<file path="config.mk">
export PLATFORM = sky130hd
export DESIGN_NAME = gprd_stick
export DESIGN_NICKNAME = d
export VERILOG_FILES = /design/src/sv/gprd_pkg.sv /design/src/sv/gprd_stick.sv
export SDC_FILE = /design/constraint.sdc
export NUM_CORES = 2
export LEC_CHECK = 0
export ABC_AREA = 0
export BUFFER_PORTS_ARGS = -buffer_cell sky130_fd_sc_hd__buf_2
export CAP_MARGIN = 20
export CORE_MARGIN = 5
export CORE_UTILIZATION = 40
export DETAILED_ROUTE_END_ITERATION = 6
export GPL_ROUTABILITY_DRIVEN = 0
export PLACE_DENSITY = 0.65
export RECOVER_POWER = 100
export SLEW_MARGIN = 10
export SYNTH_ARGS = -nofsm -noshare
export SYNTH_HDL_FRONTEND = slang
export SYNTH_SLANG_ARGS = --single-unit
</file>
<file path="constraint.sdc">
create_clock -name clock -period 10.7 [get_ports clock]
set_input_delay 1.07 -clock clock [delete_from_list [all_inputs] [get_ports clock]]
set_output_delay 1.07 -clock clock [all_outputs]
set_load 0.02 [all_outputs]
</file>
<file path="src/sv/gprd_pkg.sv">
// Package for the radial deadzone conditioner: state types, constants and
// the status record that a stick unit returns to the top level.
// No dependencies.
`default_nettype none

package gprd_pkg;

   localparam logic [14:0] FULL_SCALE = 15'd32767;
   localparam logic [14:0] DEADZONE_RESET = 15'd7849;
   localparam int DIV_STEPS = 15;
   localparam int ROOT_STEPS = 16;

   typedef enum logic [3:0] {
      ST_IDLE,
      ST_SQX,
      ST_SQY,
      ST_ROOT,
      ST_SCALE,
      ST_DEN,
      ST_NUMER,
      ST_CHECK,
      ST_DIV
   } stick_state_type;

   typedef enum logic {
      T_IDLE,
      T_RUN
   } top_state_type;

   typedef enum logic [1:0] {
      LINK_NONE = 2'd0,
      LINK_UP   = 2'd1,
      LINK_DOWN = 2'd2
   } link_type;

   typedef struct packed {
      logic               idle;
      logic signed [15:0] x;
      logic signed [15:0] y;
   } stick_result_type;

endpackage

`default_nettype wire

</file>
<file path="src/sv/gprd_stick.sv">
// One stick pair: squares, bit-serial square root and bit-serial divider.
// Depends on gprd_pkg.
`default_nettype none

module gprd_stick
   import gprd_pkg::*;
(
   input  wire logic               clock,
   input  wire logic               reset,
   input  wire logic               start,
   input  wire logic signed [15:0] x,
   input  wire logic signed [15:0] y,
   input  wire logic [14:0]        deadzone,
   output stick_result_type        result
);

   stick_state_type state_ff, state_in;
   logic [16:0] ux_ff, ux_in, uy_ff, uy_in;
   logic        sx_ff, sx_in, sy_ff, sy_in;
   logic [14:0] d_ff, d_in, num_ff, num_in, den_ff, den_in;
   logic [31:0] n_ff, n_in, root_ff, root_in, bit_ff, bit_in;
   logic [30:0] dv_ff, dv_in;
   logic [44:0] rem_ff, rem_in, dsh_ff, dsh_in;
   logic [14:0] q_ff, q_in;
   logic [3:0]  cnt_ff, cnt_in;
   logic        axis_ff, axis_in;
   logic signed [15:0] ox_ff, ox_in, oy_ff, oy_in;

   logic [29:0] mul_a;
   logic [16:0] mul_b;
   logic [46:0] prod;
   logic [32:0] trial;
   logic [15:0] mag;
   logic [16:0] ua;
   logic [29:0] scaled_a;
   logic [14:0] diff;
   logic [14:0] q_done;
   logic signed [15:0] axis_out;

   assign prod = 47'(mul_a) * 47'(mul_b);
   assign mag = root_ff[15:0];
   assign ua = axis_ff ? uy_ff : ux_ff;
   assign scaled_a = 30'({ua[15:0], 15'd0} - 31'(ua));
   assign trial = 33'(root_ff) + 33'(bit_ff);
   assign diff = mag[14:0] - d_ff;

   always_ff @(posedge clock) begin
      if (reset) begin
         state_ff <= ST_IDLE;
      end else begin
         state_ff <= state_in;
      end
      ux_ff <= ux_in;
      uy_ff <= uy_in;
      sx_ff <= sx_in;
      sy_ff <= sy_in;
      d_ff <= d_in;
      num_ff <= num_in;
      den_ff <= den_in;
      n_ff <= n_in;
      root_ff <= root_in;
      bit_ff <= bit_in;
      dv_ff <= dv_in;
      rem_ff <= rem_in;
      dsh_ff <= dsh_in;
      q_ff <= q_in;
      cnt_ff <= cnt_in;
      axis_ff <= axis_in;
      ox_ff <= ox_in;
      oy_ff <= oy_in;
   end

   always_comb begin
      state_in = state_ff;
      ux_in = ux_ff;
      uy_in = uy_ff;
      sx_in = sx_ff;
      sy_in = sy_ff;
      d_in = d_ff;
      num_in = num_ff;
      den_in = den_ff;
      n_in = n_ff;
      root_in = root_ff;
      bit_in = bit_ff;
      dv_in = dv_ff;
      rem_in = rem_ff;
      dsh_in = dsh_ff;
      q_in = q_ff;
      cnt_in = cnt_ff;
      axis_in = axis_ff;
      ox_in = ox_ff;
      oy_in = oy_ff;
      mul_a = 30'(ux_ff);
      mul_b = ux_ff;
      q_done = {q_ff[13:0], 1'b0};
      axis_out = 16'sd0;
      case (state_ff)
         ST_IDLE: begin
            if (start) begin
               ux_in = x[15] ? 17'(-{x[15], x}) : 17'(x);
               uy_in = y[15] ? 17'(-{y[15], y}) : 17'(y);
               sx_in = x[15];
               sy_in = y[15];
               d_in = deadzone;
               ox_in = 16'sd0;
               oy_in = 16'sd0;
               state_in = ST_SQX;
            end
         end
         ST_SQX: begin
            n_in = prod[31:0];
            state_in = ST_SQY;
         end
         ST_SQY: begin
            mul_a = 30'(uy_ff);
            mul_b = uy_ff;
            n_in = n_ff + prod[31:0];
            root_in = 32'd0;
            bit_in = 32'h4000_0000;
            cnt_in = 4'(ROOT_STEPS - 1);
            state_in = ST_ROOT;
         end
         ST_ROOT: begin
            if (33'(n_ff) >= trial) begin
               n_in = n_ff - trial[31:0];
               root_in = (root_ff >> 1) + bit_ff;
            end else begin
               root_in = root_ff >> 1;
            end
            bit_in = bit_ff >> 2;
            cnt_in = cnt_ff - 4'd1;
            if (cnt_ff == 4'd0) begin
               state_in = ST_SCALE;
            end
         end
         ST_SCALE: begin
            if (mag < 16'(d_ff) || mag == 16'd0) begin
               state_in = ST_IDLE;
            end else begin
               if (d_ff == FULL_SCALE) begin
                  num_in = 15'd1;
                  den_in = 15'd1;
               end else begin
                  den_in = FULL_SCALE - d_ff;
                  if (mag >= 16'(FULL_SCALE) || diff > FULL_SCALE - d_ff) begin
                     num_in = FULL_SCALE - d_ff;
                  end else begin
                     num_in = diff;
                  end
               end
               state_in = ST_DEN;
            end
         end
         ST_DEN: begin
            mul_a = 30'(mag);
            mul_b = 17'(den_ff);
            dv_in = prod[30:0];
            axis_in = 1'b0;
            state_in = ST_NUMER;
         end
         ST_NUMER: begin
            mul_a = scaled_a;
            mul_b = 17'(num_ff);
            rem_in = prod[44:0];
            state_in = ST_CHECK;
         end
         ST_CHECK: begin
            if (46'(rem_ff) >= {dv_ff, 15'd0}) begin
               axis_out = 16'(FULL_SCALE);
               if (axis_ff) begin
                  oy_in = sy_ff ? -axis_out : axis_out;
                  state_in = ST_IDLE;
               end else begin
                  ox_in = sx_ff ? -axis_out : axis_out;
                  axis_in = 1'b1;
                  state_in = ST_NUMER;
               end
            end else begin
               dsh_in = {dv_ff, 14'd0};
               q_in = 15'd0;
               cnt_in = 4'(DIV_STEPS - 1);
               state_in = ST_DIV;
            end
         end
         ST_DIV: begin
            if (rem_ff >= dsh_ff) begin
               rem_in = rem_ff - dsh_ff;
               q_done = {q_ff[13:0], 1'b1};
            end
            q_in = q_done;
            dsh_in = dsh_ff >> 1;
            cnt_in = cnt_ff - 4'd1;
            if (cnt_ff == 4'd0) begin
               axis_out = 16'(q_done);
               if (axis_ff) begin
                  oy_in = sy_ff ? -axis_out : axis_out;
                  state_in = ST_IDLE;
               end else begin
                  ox_in = sx_ff ? -axis_out : axis_out;
                  axis_in = 1'b1;
                  state_in = ST_NUMER;
               end
            end
         end
         default: begin
            state_in = ST_IDLE;
         end
      endcase
   end

   assign result.idle = (state_ff == ST_IDLE);
   assign result.x = ox_ff;
   assign result.y = oy_ff;

endmodule

`default_nettype wire
</file>
# Yosys cells after proc, flatten, opt, wreduce, memory -nomap -nowiden
# Cells that the tools add are included.
# totals
register_bits	353
in_bits	50
output_inout_bits	33
# classes
n_addsub	12
n_mul	1
order_cmp	6
eq_ne	20
muxes	46
n_bitwise	1
reduce_logical	23
# ops
op	count
$mux 16	13
$pmux 45 s2	2
$pmux 32 s2	2
$pmux 16 s3	2
$pmux 32 s3	1
$mux 45	2
$pmux 30 s3	1
$mux 32	2
$mux 15	4
$pmux 17 s3	1
$ge 45x46->1	1
$ge 45x45->1	1
$mul 30x17->45	1
$sub 45x45->45	1
$pmux 4 s9	1
$neg 17->17	2
$add 32x32->33	1
$ge 32x33->1	1
$add 31x32->32	1
$add 32x32->32	1
$sub 32x32->32	1
$sub 30x17->30	1
$pmux 14 s2	1
$ne 2x2->1 const B	11
other kinds (29)	54

# Logic depth before layout (Yosys ltp)
# depth
depth_word	8
mapped_depth	48

# Worst setup path before layout
# Ideal clock, no wire load.
# synth_path
path_type	register to register
startpoint	register state_ff[3]
endpoint	register n_ff[31], data pin
arrival_time_ns	10.100
required_time_ns	10.440
setup_slack_ns	0.340
path_stages_with_launch	40
path_buffers	4
period_less_slack_ns	10.360
cell_sequence	dfxtp_1 buf_4 nor4bb_1 clkbuf_1 clkbuf_1 a221oi_1 nor2_1 clkbuf_1 nand2_1 fa_1 fa_1 fa_1 inv_1 fa_1 fa_1 inv_1 fa_1 inv_1 (+4 left out) xor2_1 or4_4 nor2_1 nand3_1 xnor2_1 a21oi_1 ha_1 nand2_1 o21ai_0 o21bai_1 nor3_1 a22oi_1 a211oi_1 nor3_1 xnor2_1 xor3_1 a2bb2oi_1 nand3_1
# synth_between
elab_chain_len	5
# synth_rtl
element	line	text
from (decl)	gprd_stick.sv:17	stick_state_type state_ff, state_in;
from (signal assigned)	gprd_stick.sv:51	state_ff <= state_in;
$eq 4x3->1 / $eq 4x2->1 (equally long branches)	gprd_stick.sv:97	case (state_ff)
$pmux 30 s3 / $pmux 17 s3 (equally long branches)	gprd_stick.sv:97	
$mul 30x17->45 (*)	gprd_stick.sv:40	assign prod = 47'(mul_a) * 47'(mul_b);
net prod[15]	gprd_stick.sv:31	logic [46:0] prod;
$add 32x32->32 (*)	gprd_stick.sv:117	n_in = n_ff + prod[31:0];
$pmux 32 s3 (*)	gprd_stick.sv:97	
net n_in[31]	gprd_stick.sv:21	logic [31:0] n_ff, n_in, root_ff, root_in, bit_ff, bit_in;
to (signal assigned)	gprd_stick.sv:60	n_ff <= n_in;
to (decl)	gprd_stick.sv:21	
# The timed path passes the listed nets; every way through them passes the cells marked *.
# A chain may end at the register's enable or synchronous reset.

# Final worst setup path
# layout_path
startpoint	register axis_ff
endpoint	register n_ff[31], data pin
# layout_between
elab_chain_len	6
# layout_rtl
element	line	text
from (decl)	gprd_stick.sv:26	logic axis_ff, axis_in;
from (signal assigned)	gprd_stick.sv:68	axis_ff <= axis_in;
$mux 17	gprd_stick.sv:42	assign ua = axis_ff ? uy_ff : ux_ff;
$sub 30x17->30	gprd_stick.sv:43	assign scaled_a = 30'({ua[15:0], 15'd0} - 31'(ua));
$pmux 30 s3	gprd_stick.sv:97	
$mul 30x17->45	gprd_stick.sv:40	
net prod[15]	gprd_stick.sv:31	
$add 32x32->32	gprd_stick.sv:117	
$pmux 32 s3	gprd_stick.sv:97	
net n_in[31]	gprd_stick.sv:21	
# The timed path passes the listed nets, and every way through them passes these cells.

==> metrics <==
Final min period 10.38 ns; Max Clock Skew ~0.035 ns; Initial Utilization 0.404; Critical Path RT 11.05 ns; Worst-Margin Slew 4.05 ns; vertical extent of the die 328 um; initial DRC count between 3000 and 4000; failing checks max-capacitance violations, max-slew violations; mux share of post-synthesis cell area 0.00806; die extent in x ~330 um; Routed wire per std cell around 20 um; Die Area around 110000 sq um; clock latency at the later pin of the worst-skew pair 0.60 ns; category of the most critical setup path reg -> reg; Synth Area in Adders 0.307; vias in the first global route 33516; number of warning messages in the yosys log 0; Detail Placement HPWL 98100 um; number of vias per cell 5.49; number of synthesized flops with an enable pin 333; total I/O pin count 83; cell type with the largest total area after synthesis edfxtp_1; CTS root buffer clkbuf_16; worst slack on hold paths 0.551 ns; most repeated cell in the gate-level netlist after synthesis inv_1; hold bufs inserted after CTS 0; post-route ant nets 0; worst stage delay on the critical path 0.61 ns; global-route wire length before repair 191000 um; area inside the core boundary 100000 sq um; sequential share of the synthesized area 0.249; status finished with violations; placed cell area 43700 sq um; largest fanout on the critical path 6; Compound-Gate Fraction of Synth Area 0.135; f_max 96.4 MHz; Area Overhead vs Synth 11.5%; total number of H-tree levels 2; Synth Area in XOR/XNOR 0.0565; Max stage delay cell, worst path or4_4; most common library cells after synthesis 615 x inv_1, 560 x nand2_1, 448 x nor2_1; Unique masters post-synth 102; drt pass-1 iters 6; total of endpoints with negative setup slack in the final report 0; Final Hold Fails 0; startpoint types flip-flop; final setup slack of the worst path 0.324 ns; Setup crit end kind flip-flop; cell area after layout 45200 sq um; number of nets in the finished design approximately 5500; number of buffers on the longest clock path 3; DR DRC count 0; Final Max Slew Viols ~480; Mapped Area just over 40000 sq um; Gate Count Post-Synth 4504; detailed-route via count 33402; dominant register cell in the synthesized netlist edfxtp_1; number of port buffers 82; unrepaired setup endpoints after global routing yes; TritonCTS clock tree yes; basic-gate share of the synthesized area counting and, or, nand and nor cells 0.169; CTS Buf Count 39; clock sink total 337; dominant combinational cell family by area after synthesis adder cells; total negative slack for setup checks 0 ns; routed wire length between 100000 and 150000 um; fraction of layout cells with a size suffix above 1 0.0963; area share of the leading cell type in the synthesized netlist 0.247; Max transition margin -1.70; initial antenna violation count 1; GR Overflow Total 0; final clock period utilization by the worst path 0.970; pin count of the biggest net entering global routing 94; # Max-Cap Violations 10; number of synthesized register bits ~340; Reg2Reg Setup Slack 0.32 ns; class of the tightest hold or removal check reg -> reg; synthesized area per cell 9.00 sq um; FFs w/ async S/R, synth 0; largest cells by area after synthesis edfxtp_1 25%, fa_1 21%, ha_1 9.9%, inv_1 5.7%, nand2_1 5.2%; global-route total usage across every layer 0.225; Post-Place Setup Slack -0.0721 ns; Clock transition at path regs 0.06 ns; WP data arrival ~11 ns; Site Rows 116
[routing by layer]
metal	GRT usage	vias to the layer above	share of wire	routed length, um
met3	0.0550	287	0.10	12700
met1	0.306	16107	0.42	51400
met5	0	-	0	0
met2	0.350	1491	0.43	53300
li1	-	15517	-	-
met4	0.0850	0	0.046	5600
[through the flow]
step,std cells,util
after floorplan,4527,-
after global placement,6004,0.436
after detailed placement,6004,0.436
after CTS,6075,0.448
after global routing,6083,0.450
final,6084,0.450
[cells in the final DEF (no fill, tap or decap), types with 31 or more instances in the layout]
master / n
nor2b_1: 35
o21bai_1: 34
a31oi_1: 37
and3_1: 50
a21o_1: 79
inv_1: 613
nor3_1: 72
clkbuf_16: 40
buf_4: 200
nand2_1: 560
edfxtp_1: 333
xor2_1: 106
o21a_1: 43
ha_1: 317
a211oi_1: 43
o21ai_0: 209
nand3_1: 68
fa_1: 421
nor2_1: 442
nand4_1: 31
clkbuf_1: 70
xnor2_1: 142
a21oi_1: 183
buf_2: 41
[layout make-up]
cell class                 instances  area (sq um)
multi-input combinational       3395         27800
tap                             1357          1700
fill                            9722         55100
clock buffer                      47          1010
clock inverter                    24           234
sequential                       337         10100
inverter                         615          2310
timing repair buffer             308          2040
antenna                            1          2.50
[worst max-delay path, delay by kind of cell, from the launching register on]
kind	cells	cell delay, ns
adder cells (fa/ha/maj)	9	4.01
AO/OA/AOI/OAI	10	2.07
AND/OR/NAND/NOR	10	2.06
XOR/XNOR	5	0.74
buffers and inverters	8	0.63
flip-flops	1	0.46
multiplexers	1	0.19
[path summary, 6_finish.rpt]
path	cells past startpoint	to	from
max	43	n_ff[31]$_DFFE_PP_	axis_ff$_DFFE_PP_
min	2	dsh_ff[29]$_DFFE_PP_	dsh_ff[30]$_DFFE_PP_
max reg2reg	43	n_ff[31]$_DFFE_PP_	axis_ff$_DFFE_PP_
min reg2reg	2	dsh_ff[29]$_DFFE_PP_	dsh_ff[30]$_DFFE_PP_
[registers in the layout, indices dropped and copies added (netlist names), 14 cells and up]
signal / flops
root_ff: 32
dv_ff: 31
num_ff: 15
dsh_ff: 45
ux_ff: 17
bit_ff: 16
oy_ff: 16
uy_ff: 17
ox_ff: 16
q_ff: 14
d_ff: 15
rem_ff: 45
den_ff: 15
n_ff: 32
[kinds of logic after synthesis]
logic type	Yosys count
simple gates	1488
compound gates	850
buf+inv	795
fa+ha+maj	741
flops	337
xor+xnor	259
mux	32
other cells	2
[what timing repair did]
item,4_1_cts,5_1_grt
pin swaps,0,12
setup endpoints to repair,1,6
setup buffers,0,7
gates cloned,0,1
gates resized for setup,2,70
Power is left out: the tool's default activity adds up to more than one toggle a clock period on the data nets, which glitch-free logic cannot reach.
